--- src/design/ewl_pkg.sv ---
// Package for the EEPROM wear-level ring controller: constants, codes and
// the packed transaction types shared by the RTL.
// No dependencies.
`timescale 1ns / 1ps
`default_nettype none

package ewl_pkg;

  localparam int SLOTS        = 19;
  localparam int RECORD_BYTES = 8;

  localparam int SLOT_W  = 5;
  localparam int BYTE_W  = 8;
  localparam int REC_W   = 64;
  localparam int CFG_IDX_W = 1;
  // result counter: up to RECORD_BYTES + 2 results per transaction
  localparam int CNT_W   = $clog2(RECORD_BYTES + 3);

  localparam logic [BYTE_W-1:0] STATUS_BASE_RST    = 8'd152;
  localparam logic [BYTE_W-1:0] FIRST_USE_ADDR_RST = 8'd171;
  localparam logic [BYTE_W-1:0] FIRST_USE_MARK     = 8'hFF;
  localparam logic [BYTE_W-1:0] FIRST_USE_CLEAR    = 8'h00;

  localparam logic [CFG_IDX_W-1:0] REG_STATUS_BASE    = 1'd0;
  localparam logic [CFG_IDX_W-1:0] REG_FIRST_USE_ADDR = 1'd1;

  typedef enum logic [1:0] {
    OP_STATUS    = 2'd0,
    OP_FIRST_USE = 2'd1,
    OP_SAVE      = 2'd2,
    OP_LOAD      = 2'd3
  } op_t;

  typedef enum logic [1:0] {
    KIND_WRITE   = 2'd0,
    KIND_READ    = 2'd1,
    KIND_STATUS  = 2'd2,
    KIND_NO_DATA = 2'd3
  } kind_t;

  typedef struct packed {
    op_t              operation;
    logic [BYTE_W-1:0] read_value;
    logic [REC_W-1:0]  record;
  } item_t;

  typedef struct packed {
    kind_t             kind;
    logic [BYTE_W-1:0] address;
    logic [BYTE_W-1:0] write_data;
    logic [SLOT_W-1:0] position;
    logic              scan_finished;
    logic              fresh_device;
    logic              last;
  } result_t;

endpackage

`default_nettype wire

--- src/design/eeprom_wear_level_ring.sv ---
// EEPROM wear-level ring controller: ring position recovery, save and load
// command generation. Depends on ewl_pkg.
// The first result is registered and appears in the cycle after start is accepted;
// further results follow back to back, one per cycle. Results per transaction: 1 for status and
// first-use bytes, 9 or 10 for a save, 8 for a load (1 on a fresh device), all on the
// single result port.
// busy is high while later results of the transaction remain; start is taken when busy
// is low, including in the cycle that shows a final result. Synchronous reset clears the
// control and ring state, not payload; it sets status_base 152 and first_use_address 171.
`timescale 1ns / 1ps
`default_nettype none

module eeprom_wear_level_ring (
  input  wire logic                               clk,
  input  wire logic                               rst,
  input  wire logic                               start,
  output      logic                               busy,
  input  wire ewl_pkg::item_t                     item,
  input  wire logic                               cfg_write_en,
  input  wire logic [ewl_pkg::CFG_IDX_W-1:0]      cfg_index,
  input  wire logic [ewl_pkg::BYTE_W-1:0]         cfg_data,
  output      logic                               result_strobe,
  output      ewl_pkg::result_t                   result
);

  localparam int CW = ewl_pkg::CNT_W;
  localparam int SW = ewl_pkg::SLOT_W;
  localparam int BW = ewl_pkg::BYTE_W;

  // configuration
  logic [BW-1:0] status_base;
  logic [BW-1:0] first_use_address;

  // ring state
  logic [SW-1:0] slot_pointer, slot_pointer_next;
  logic [BW-1:0] sequence_value, sequence_value_next;
  logic          first_write_flag, first_write_flag_next;
  logic [SW-1:0] scan_index, scan_index_next;
  logic [BW-1:0] scan_previous, scan_previous_next;
  logic          scan_done_flag, scan_done_flag_next;

  // transaction held for the remaining results
  ewl_pkg::op_t                op_q;
  logic [ewl_pkg::REC_W-1:0]   rec_q;
  logic [BW-1:0]               base_q;
  logic                        flag_q;   // save: clear first-use; load: no data
  logic [CW-1:0]               idx, idx_next;
  logic [CW-1:0]               rem, rem_next;

  logic                        accept;
  logic [SW-1:0]               prev_slot;
  logic [BW-1:0]               in_base;
  logic                        in_flag;
  logic [CW-1:0]               in_count;

  ewl_pkg::op_t                g_op;
  logic [ewl_pkg::REC_W-1:0]   g_rec;
  logic [BW-1:0]               g_base;
  logic                        g_flag;
  logic [CW-1:0]               g_idx;
  logic                        g_active;
  ewl_pkg::result_t            g_res;

  assign busy   = (rem != '0);
  assign accept = start && !busy;

  assign prev_slot = (slot_pointer == '0) ? SW'(ewl_pkg::SLOTS - 1) : slot_pointer - 1'b1;

  // per-transaction setup from the incoming item and the state before it
  always_comb begin
    in_base  = '0;
    in_flag  = 1'b0;
    in_count = CW'(1);
    unique case (item.operation)
      ewl_pkg::OP_STATUS, ewl_pkg::OP_FIRST_USE: begin
        in_count = CW'(1);
      end
      ewl_pkg::OP_SAVE: begin
        in_base  = BW'(slot_pointer * ewl_pkg::RECORD_BYTES);
        in_flag  = first_write_flag;
        in_count = first_write_flag ? CW'(ewl_pkg::RECORD_BYTES + 2)
                                    : CW'(ewl_pkg::RECORD_BYTES + 1);
      end
      ewl_pkg::OP_LOAD: begin
        in_base  = BW'(prev_slot * ewl_pkg::RECORD_BYTES);
        in_flag  = first_write_flag;
        in_count = first_write_flag ? CW'(1) : CW'(ewl_pkg::RECORD_BYTES);
      end
      default: in_count = CW'(1);
    endcase
  end

  // state update on accept
  always_comb begin
    slot_pointer_next     = slot_pointer;
    sequence_value_next   = sequence_value;
    first_write_flag_next = first_write_flag;
    scan_index_next       = scan_index;
    scan_previous_next    = scan_previous;
    scan_done_flag_next   = scan_done_flag;
    if (accept) begin
      unique case (item.operation)
        ewl_pkg::OP_STATUS: begin
          if (!scan_done_flag) begin
            if (scan_index == '0) begin
              scan_previous_next = item.read_value;
              scan_index_next    = SW'(1);
            end else if (item.read_value == scan_previous + 1'b1) begin
              scan_previous_next = item.read_value;
              if (scan_index >= SW'(ewl_pkg::SLOTS)) begin
                scan_done_flag_next = 1'b1;
              end else begin
                scan_index_next = scan_index + 1'b1;
              end
            end else begin
              // chain break: position is the slot before the break
              slot_pointer_next   = scan_index - 1'b1;
              sequence_value_next = scan_previous;
              scan_done_flag_next = 1'b1;
            end
          end
        end
        ewl_pkg::OP_FIRST_USE: begin
          if (slot_pointer == '0 && item.read_value == ewl_pkg::FIRST_USE_MARK) begin
            first_write_flag_next = 1'b1;
          end
        end
        ewl_pkg::OP_SAVE: begin
          slot_pointer_next     = (slot_pointer == SW'(ewl_pkg::SLOTS - 1)) ? '0
                                : slot_pointer + 1'b1;
          sequence_value_next   = sequence_value + 1'b1;
          first_write_flag_next = 1'b0;
        end
        ewl_pkg::OP_LOAD: begin
          first_write_flag_next = first_write_flag;
        end
        default: ;
      endcase
    end
  end

  // result generation: the first result comes from the incoming item,
  // later ones from the held transaction
  always_comb begin
    g_op     = accept ? item.operation : op_q;
    g_rec    = accept ? item.record    : rec_q;
    g_base   = accept ? in_base        : base_q;
    g_flag   = accept ? in_flag        : flag_q;
    g_idx    = accept ? '0             : idx;
    g_active = accept || busy;
    rem_next = accept ? in_count - 1'b1 : (busy ? rem - 1'b1 : '0);
    idx_next = g_idx + 1'b1;

    g_res               = '0;
    g_res.position      = slot_pointer_next;
    g_res.scan_finished = scan_done_flag_next;
    g_res.fresh_device  = first_write_flag_next;
    g_res.last          = (rem_next == '0);
    unique case (g_op)
      ewl_pkg::OP_STATUS, ewl_pkg::OP_FIRST_USE: begin
        g_res.kind = ewl_pkg::KIND_STATUS;
      end
      ewl_pkg::OP_SAVE: begin
        g_res.kind = ewl_pkg::KIND_WRITE;
        if (g_idx < CW'(ewl_pkg::RECORD_BYTES)) begin
          g_res.address    = g_base + BW'(g_idx);
          g_res.write_data = BW'(g_rec >> {g_idx, 3'b000});
        end else if (g_idx == CW'(ewl_pkg::RECORD_BYTES)) begin
          g_res.address    = status_base + BW'(slot_pointer_next);
          g_res.write_data = sequence_value_next;
        end else begin
          g_res.address    = first_use_address;
          g_res.write_data = ewl_pkg::FIRST_USE_CLEAR;
        end
      end
      ewl_pkg::OP_LOAD: begin
        if (g_flag) begin
          g_res.kind = ewl_pkg::KIND_NO_DATA;
        end else begin
          g_res.kind    = ewl_pkg::KIND_READ;
          g_res.address = g_base + BW'(g_idx);
        end
      end
      default: g_res.kind = ewl_pkg::KIND_STATUS;
    endcase
  end

  always_ff @(posedge clk) begin
    if (rst) begin
      status_base       <= ewl_pkg::STATUS_BASE_RST;
      first_use_address <= ewl_pkg::FIRST_USE_ADDR_RST;
      slot_pointer      <= '0;
      sequence_value    <= '0;
      first_write_flag  <= 1'b0;
      scan_index        <= '0;
      scan_previous     <= '0;
      scan_done_flag    <= 1'b0;
      rem               <= '0;
      idx               <= '0;
      result_strobe     <= 1'b0;
    end else begin
      if (cfg_write_en) begin
        unique case (cfg_index)
          ewl_pkg::REG_STATUS_BASE:    status_base       <= cfg_data;
          ewl_pkg::REG_FIRST_USE_ADDR: first_use_address <= cfg_data;
          default: ;
        endcase
      end
      slot_pointer     <= slot_pointer_next;
      sequence_value   <= sequence_value_next;
      first_write_flag <= first_write_flag_next;
      scan_index       <= scan_index_next;
      scan_previous    <= scan_previous_next;
      scan_done_flag   <= scan_done_flag_next;
      rem              <= rem_next;
      idx              <= idx_next;
      result_strobe    <= g_active;
    end
  end

  // payload registers
  always_ff @(posedge clk) begin
    if (accept) begin
      op_q   <= item.operation;
      rec_q  <= item.record;
      base_q <= in_base;
      flag_q <= in_flag;
    end
    if (g_active) begin
      result <= g_res;
    end
  end

  // a started transaction shows its first result in the next cycle
  a_start_result: assert property (@(posedge clk) disable iff (rst)
    accept |=> result_strobe)
    else $error("no result after accepted transaction");

  // pending results come out back to back
  a_busy_result: assert property (@(posedge clk) disable iff (rst)
    busy |=> result_strobe)
    else $error("gap in result sequence");

  // a result that is not the final one leaves more results pending
  a_not_last_busy: assert property (@(posedge clk) disable iff (rst)
    (result_strobe && !result.last) |-> busy)
    else $error("non-final result with nothing pending");

  // ring position stays inside the ring
  a_slot_range: assert property (@(posedge clk) disable iff (rst)
    slot_pointer < SW'(ewl_pkg::SLOTS))
    else $error("slot pointer out of range");

  // no transaction can run longer than a save with first-use clear
  a_rem_range: assert property (@(posedge clk) disable iff (rst)
    rem <= CW'(ewl_pkg::RECORD_BYTES + 1))
    else $error("result count out of range");

endmodule

`default_nettype wire

--- config.mk ---
export PLATFORM = sky130hd
export DESIGN_NAME = eeprom_wear_level_ring
export DESIGN_NICKNAME = d
export VERILOG_FILES = /design/src/design/ewl_pkg.sv /design/src/design/eeprom_wear_level_ring.sv
export SDC_FILE = /design/constraint.sdc
export NUM_CORES = 1
export LEC_CHECK = 0
export BUFFER_PORTS_ARGS = -buffer_cell sky130_fd_sc_hd__buf_2
export CORE_UTILIZATION = 30
export CTS_CLUSTER_DIAMETER = 50
export DETAILED_ROUTE_END_ITERATION = 10
export GPL_TIMING_DRIVEN = 0
export SYNTH_ARGS = -nofsm -noshare
export SYNTH_HDL_FRONTEND = slang
export SYNTH_SLANG_ARGS = --single-unit
export TNS_END_PERCENT = 100
--- constraint.sdc ---
create_clock -name clk -period 3.7 [get_ports clk]
set_input_delay 0.37 -clock clk [delete_from_list [all_inputs] [get_ports clk]]
set_output_delay 0.37 -clock clk [all_outputs]
set_load 0.05 [all_outputs]
Word-level counts from Yosys, hierarchy flattened:

Index checks and enable logic that the tools add are counted.

* $add $sub $neg: 11
* multiply operators: 0
* divide/modulo/power cells: 0
* order comparisons: 2
* equal/unequal tests: 11
* shift operators: 1
* mux-type cells: 44
* bitwise operators: 2
* reduce and logical (&&, ||, !) cells: 18

Operator list (count)
* $mux 64: 1
* $mux 8: 8
* $shr 64x7->8: 1
* $pmux 8 s2: 3
* $mux 5: 9
* $mux 16: 2
* $add 8x1->8 const B: 2
* $mux 4: 4
* $pmux 4 s3: 1
* $add 5x1->5 const B: 2
* $logic_not 5->1: 2
* $mux 1: 10
* $pmux 5 s2: 1
* $sub 5x1->5 const B: 2
* $add 8x4->8: 1
* $add 8x5->8: 1
* $eq 2x2->1 const B: 4
* $eq 8x8->1: 1
* $eq 8x8->1 const B: 1
* $sub 4x1->4 const B: 2
* $mux 2: 3
* $pmux 2 s3: 1
* $reduce_or 2->1: 3
* $eq 5x5->1 const B: 1
* other kinds (18): 23

* flip-flop bits (word level): 154
* bits in latches: 0
* memory bits (writable): 0
* ROM bits: 0
* input port bits: 87
* output and inout bits: 28
* logic and storage cells: 111
* memories: 0

Longest topological paths before layout:

Gate-level depths: netlist (run 1).

* depth in word-level cells: 11
* gate-level depth with buffers: 19
* depth with buffers taken out: 18

Worst setup path after synthesis (run 1):

Ideal clock, no wire load.

* path kind: reg2reg
* start: reg scan_previous[1]
* end: reg result[23] (netlist bit), data pin
* setup time: 148 ps
* data arrival time: 3899 ps
* data required time: 3552 ps
* setup slack: -347 ps
* stages on the path, launching flop included: 17
* buffers on the path: 1
* clock period less this slack: 4047 ps
* cell sequence: dfxtp_1 -> ha_1 -> clkbuf_2 -> xnor2_1 -> or4_1 -> a221o_1 -> and3_4 -> a222oi_1 -> inv_1 -> ha_1 -> a211oi_1 -> o21ai_0 -> o2111ai_1 -> xor2_1 -> a221o_1 -> nor2_1 -> a2bb2oi_1

RTL lines
* start, declared: line eeprom_wear_level_ring.sv:39 `logic [BW-1:0] scan_previous, scan_previous_next;`
* start signal, assigned: line eeprom_wear_level_ring.sv:213 `scan_previous <= scan_previous_next;`
* end signal, assigned: line eeprom_wear_level_ring.sv:230 `result <= g_res;`
* end, declared: line eeprom_wear_level_ring.sv:23 `output ewl_pkg::result_t result`

==> results.cfg, run 1 <==
[run_status]
failed_checks = negative setup slack
status = complete, but fails checks

[sta]
finalHoldViolCount = 0
timing.final.ws_setup_ns = -0.3404
fmax_ghz = 0.2475
rsz0062_at_grt = yes
slew_headroom_pct = 37.75
slew_violations = 0
min_period_ns = 4.040
finClkSkew_ns = 0.009781
worst_pin_slew_ns = 0.9338
setup_violations = 4
post-route-period-util_pct = 109.2

[place]
io_buffer_count = 113
pre_cts_ws_ns = -0.8790
gp_congestion = 0.8564
hpwl_mm = 16.08

[power]
p_int_uw = 3448
p_per_area_nw_per_um2 = 547.0
power.ir.vdd_worst_uv = 263.6
seqPwrFrac_pct = 41.3
pwr-share-clk_pct = 32.7
p_leak_uw = 0.004225
switching_share_pct = 35.15
p_switching_uw = 1869
p_comb_share_pct = 25.9
total_power_uw = 5316

[synth]
yosys.area.top_type = dfxtp_1
yosys-top-cells-count = nand2_1 (252), dfxtp_1 (128), nor2_1 (54)
synth_nets = 1013
synth_area_um2 = 7725
avgSynthCellArea_um2 = 8.583
ys_warn_count = 0
synth_cell_types = 73
syn_inst = 900
async_flop_share_pct = 0
yosysMostFrequentCell = nand2_1
synth_top_flop_cell = dfxtp_1
synth.top_cell.area_share_pct = 33.17
synth_seq_cells = 154
synth-edff-count = 26
synthTopCellsByArea = dfxtp_1 (33%), nand2_1 (12%), edfxtp_1 (10%)
synth-seq-area-share_pct = 43.28

[die]
die_y_um = 162.5
dieArea_um2 = 26390
std_cell_rows = 58
start_util_pct = 30.59
core_um2 = 25250
die_w_um = 162.5
ioPinCount = 115

[global_routing]
grt_max_degree = 28
grt_pass1_wl_mm = 35.00
grt-ovfl-total = 0
antenna_found_initial = 1
grt_pass1_vias = 6631
grt_util_all_layers_pct = 17.20

[clocking]
cts_num_sinks = 154
cts_tree = done
cts-root-buf = clkbuf_16
hold_buffers = 0
cts_made_buffers = 17
clockBufferDepth = 2
cts_max_level = 4
clk_latency_ns = 0.45
clk_pin_slew_ns = 0.07

[worst_setup_path]
start_kind = flop
worstPathMaxFanout = 10
critPathKind = reg2reg
critPathRequiredTime_ns = 3.97
cp.arrival_ns = 4.31
r2r_cells = 16
end_kind = flop

[routing]
wl_per_cell_um = 15.91
drtPass1Iterations = 5
vias_per_cell = 4.931
drc = 0
vias = 6909
drt-initial-drc-count = 491
wl_mm = 22.29
ant_nets = 0

[job]
maxCapViolCount = 0

[cells_and_area]
layout-drive-gt1-share_pct = 23.06
antenna_cells = 0
nNetsFinal = 1171
area_growth_pct = 25.80

[min_path]
worstHoldPathCells = 3
hp-class = in2reg
[stage by stage]
stage                     utilization, %  instance area [um2]  TNS, ns  cells  hold slack [ns]
after floorplan                        -                 7775  -0.1082    900           0.4150
after global placement             34.66                 8753   -3.726   1343           0.4241
after detailed placement           34.66                 8753   -3.851   1343           0.4329
after CTS                          37.92                 9577  -0.9073   1392          0.09378
after global routing               38.48                 9718   -1.390   1401           0.1056
final                              38.48                 9718  -0.6679   1401           0.1044
[power groups by stage]
stage          Combinational (uW)  Clock [uW]  Sequential [uW]
3_3_place_gp                 1310           0             2230
4_1_cts                      1370        1770             2200
5_1_grt                      1520        1850             2240
2_1_floorplan                 738           0             2430
3_5_place_dp                 1320           0             2240
6_report                     1380        1740             2200
[critical path, cell delays in order, from the launching register on]
cell	delay, ns
dfxtp_4	0.36
ha_4	0.17
a2111o_1	0.41
o311a_1	0.14
a221o_2	0.45
buf_4	0.20
a31o_2	0.23
o21ai_1	0.14
o21ai_2	0.13
ha_4	0.30
o21ai_1	0.12
o21ai_2	0.17
o2111ai_2	0.14
xor2_2	0.21
a221o_1	0.34
nor2_2	0.14
a2bb2oi_2	0.22
[layer usage]
metal	up-vias	part of all wire, %	GRT usage [%]
met2	204	46	27.70
met1	3241	47	23.03
met5	-	0.058	0
met4	2	1.5	5.617
li1	3438	-	-
met3	24	5.6	3.285
[cell families after synthesis]
kind of cell | count (synthesis) | share of synthesized area (%)
xor+xnor | 29 | 3.288
mux | 42 | 7.564
flops | 154 | 43.28
simple gates | 405 | 23.06
compound gates | 162 | 14.25
buf+inv | 82 | 4.146
fa+ha+maj | 26 | 4.406
[cells in the final DEF (no fill, tap or decap), types with 6 or more instances in the layout]
cell type,instances
buf_1,8
mux2i_1,28
mux4_2,13
nor2b_1,14
nand2b_1,7
dfxtp_1,120
o22ai_1,6
a21oi_1,34
nor3_1,11
and3_1,11
nand2_1,250
nand3_1,20
inv_1,27
buf_2,119
clkbuf_16,17
nor2_1,51
buf_4,32
o211ai_1,6
edfxtp_1,26
o21ai_0,29
xnor2_1,21
xor2_1,7
clkbuf_1,31
ha_1,20
[area by class of cell]
type | instances | area (um2)
inverter | 28 | 105.1
timing repair buffer | 142 | 783.3
sequential | 154 | 3366
clock buffer | 18 | 439.2
tap | 330 | 412.9
buffer | 51 | 214.0
clock inverter | 14 | 147.6
fill | 2627 | 15540
multi-input combinational | 664 | 4250
[final timing paths]
path / to / slack (ns) / from
worst min-delay path: rec_q[27] / 0.10 / item[27]
worst max-delay path: result[23] / -0.34 / scan_previous[1]
worst min register to register: rec_q[15] / 0.44 / rec_q[15]
worst max register to register: result[23] / -0.34 / scan_previous[1]
[state kept, by name, indices dropped and copies added, names as in the netlist]
| register | count |
|---|---|
| base_q | 8 |
| first_use_address | 8 |
| first_write_flag | 1 |
| flag_q | 1 |
| idx | 4 |
| op_q | 2 |
| rec_q | 64 |
| rem | 4 |
| result | 26 |
| result_strobe | 1 |
| scan_done_flag | 1 |
| scan_index | 5 |
| scan_previous | 8 |
| sequence_value | 8 |
| slot_pointer | 5 |
| status_base | 8 |
[repair_timing]
item | 4_1_cts | 5_1_grt
pin swaps | 29 | 25
setup endpoints to repair | 7 | 8
resized for setup | 35 | 31
buffers inserted | 18 | 11
gates cloned | 0 | 0
Power figures use the tool's default switching activity.
==> inputs of run 2 (changes only) <==
--- a/config.mk
+++ b/config.mk
@@ -5,6 +5,7 @@
 export SDC_FILE = /design/constraint.sdc
 export NUM_CORES = 1
 export LEC_CHECK = 0
+export ABC_AREA = 1
 export BUFFER_PORTS_ARGS = -buffer_cell sky130_fd_sc_hd__buf_2
 export CORE_UTILIZATION = 30
 export CTS_CLUSTER_DIAMETER = 50
==> results.cfg, run 2 <==
[run_status]
status = complete, but fails checks
failed_checks = design-rule violations

[clocking]
cts_made_buffers = 17
clockBufferDepth = 2
clk_pin_slew_ns = 0.07
cts-root-buf = clkbuf_16
cts_tree = done
cts_max_level = 4
cts_num_sinks = 154
clk_latency_ns = 0.43

[cells_and_area]
nNetsFinal = 1375
area_growth_pct = 20.72
layout-drive-gt1-share_pct = 17.41
final_cell_mix = nand2_1 (376), buf_2 (127), dfxtp_1 (126)
layout_commonest_cell = nand2_1
finalInstanceArea_um2 = 9784
top_register = rec_q
top_regs = rec_q: 64 flops, result: 26 flops
fin_util_pct = 37.23
largest_reg_flops = 64

[synth]
synth_compound_area_share_pct = 10.47
avgSynthCellArea_um2 = 7.205
synthMuxAreaShare_pct = 0
syn_inst = 1125
synthAdderAreaFrac_pct = 4.199
synth_top_family_by_area = simple AND/OR/NAND/NOR gates
synth.top_cell.area_share_pct = 31.61
async_flop_share_pct = 0
yosysMostFrequentCell = nand2_1
synth_top_flop_cell = dfxtp_1
synth_cell_types = 48
ys_warn_count = 0
synth_xor_xnor_area_share_pct = 1.945
synth-edff-count = 26
synth-simple-area-share_pct = 33.47
synthTopCellsByArea = dfxtp_1 (32%), nand2_1 (18%), edfxtp_1 (9.6%)
synth-seq-area-share_pct = 41.25
synth_nets = 1238
synth_area_um2 = 8105
yosys.area.top_type = dfxtp_1
synth_seq_cells = 154
yosys-top-cells-count = nand2_1 (378), dfxtp_1 (128), inv_1 (112)

[sta]
worst_pin_slew_ns = 0.7547
post-route-period-util_pct = 93.03
slew_violations = 0
setup_violations = 0
min_period_ns = 3.442
finalHoldViolCount = 0
slew_headroom_pct = 49.68
finClkSkew_ns = 0.009755
fmax_ghz = 0.2905
timing.final.ws_setup_ns = 0.2579
tns_ns = 0

[place]
pre_cts_ws_ns = -0.3907
io_buffer_count = 114
dpl_cell_area_um2 = 9095
gp_congestion = 0.8582
hpwl_mm = 17.62

[min_path]
hold_path_end = rec_q[9]
hp-start = item[9]
worstHoldPathCells = 3
hp-class = in2reg

[die]
die_y_um = 166.4
ioPinCount = 115
std_cell_rows = 59
core_um2 = 26280
start_util_pct = 30.84
dieArea_um2 = 27680
die_w_um = 166.4

[worst_setup_path]
worstPathMaxFanout = 4
r2r_cells = 25
critPathKind = reg2reg
r2r_end = result[22]
cp.arrival_ns = 3.62
start_kind = flop
reg2reg_slack_ns = 0.26
critPathRequiredTime_ns = 3.87
reg2reg_from = scan_previous[1]
end_kind = flop

[global_routing]
grt-ovfl-total = 0
antenna_found_initial = 1
grt_util_all_layers_pct = 16.94
grt_pass1_vias = 7117
grt_max_degree = 28
grt_pass1_wl_mm = 37.02

[power]
p_leak_uw = 0.004833
power.ir.vdd_worst_uv = 307.5
p_per_area_nw_per_um2 = 597.8

[routing]
drc = 14
wl_per_cell_um = 14.39
ant_nets = 0
drt-initial-drc-count = 548
drtPass1Iterations = 8
vias = 7455
wl_mm = 23.18
vias_per_cell = 4.628

[job]
maxCapViolCount = 0
run 2: cell families after synthesis:
kind of cell | Yosys count
and+or+nand+nor | 620
buffers and inverters | 166
DFF | 154
AOI/OAI and AO/OA | 141
adders and majority gates | 26
xor gates and xnor gates | 18
run 2: worst max path at each step:
| stage | to | startpoint | slack [ns] | depth (start not counted) |
|---|---|---|---|---|
| finish | result[22] | scan_previous[1] | 0.26 | 25 |
| CTS | result[22] | scan_previous[0] | 0.006 | 25 |
| detailed placement | result[22] | item[73] | -0.39 | 23 |
| global placement | result[22] | item[73] | -0.27 | 23 |
| floorplan | result[22] | scan_previous[0] | 0.49 | 24 |
| global route | result[22] | scan_previous[1] | -0.0009 | 25 |
run 2: timing repair:
item,CTS,global route
endpoints found under the setup margin,2,4
buffers inserted,1,4
cloned,0,0
hold buffers,0,0
resized for setup,3,22
pin swaps,1,6
run 2: area by class of cell:
cell class | instances | area [um2]
Multi-Input combinational cell | 805 | 4114
Fill cell | 2799 | 16500
Clock buffer | 18 | 439.2
Inverter | 119 | 449.2
Buffer | 46 | 261.5
Timing Repair Buffer | 119 | 608.1
Clock inverter | 14 | 145.1
Tap cell | 335 | 419.2
Antenna cell | 1 | 2.502
Sequential cell | 154 | 3346
run 2: metrics by stage:
stage | hold WS (ns) | power [uW] | cells
5_1_grt | 0.1199 | 6189 | 1611
2_1_floorplan | 0.4140 | 3577 | 1125
4_1_cts | 0.1125 | 5872 | 1607
3_5_place_dp | 0.4270 | 4095 | 1574
6_report | 0.1268 | 5849 | 1611
3_3_place_gp | 0.4258 | 4069 | 1574
run 2: worst max-delay path, cell delays in order, from the launching register on:
cell     delay, ns
dfxtp_2       0.34
ha_2          0.32
inv_1         0.04
nand2_1       0.05
nand2_1       0.04
nor2_1        0.11
nand3_1       0.10
nor2_2        0.14
nand3_2       0.14
buf_6         0.15
nand4_1       0.07
nand3_1       0.09
nand2_1       0.09
nand2_2       0.07
inv_2         0.07
ha_2          0.17
inv_1         0.06
fa_2          0.42
o21ai_4       0.18
nand2_2       0.07
a21oi_2       0.15
a21oi_1       0.08
nand2_1       0.06
a21oi_1       0.05
nand2_1       0.08
o21ai_2       0.06
run 2: report_power, final:
group	internal (uW)	switching, uW	total, uW
logic	581	1250	1830
clock network	975	782	1760
registers	2100	162	2260
total	3650	2200	5850
run 2: routing by layer:
| metal | share of wire (%) | track usage (%) |
|---|---|---|
| met5 | 0 | 0 |
| met1 | 48 | 22.76 |
| met2 | 46 | 27.35 |
| met4 | 1.3 | 5.153 |
| met3 | 5.4 | 3.313 |
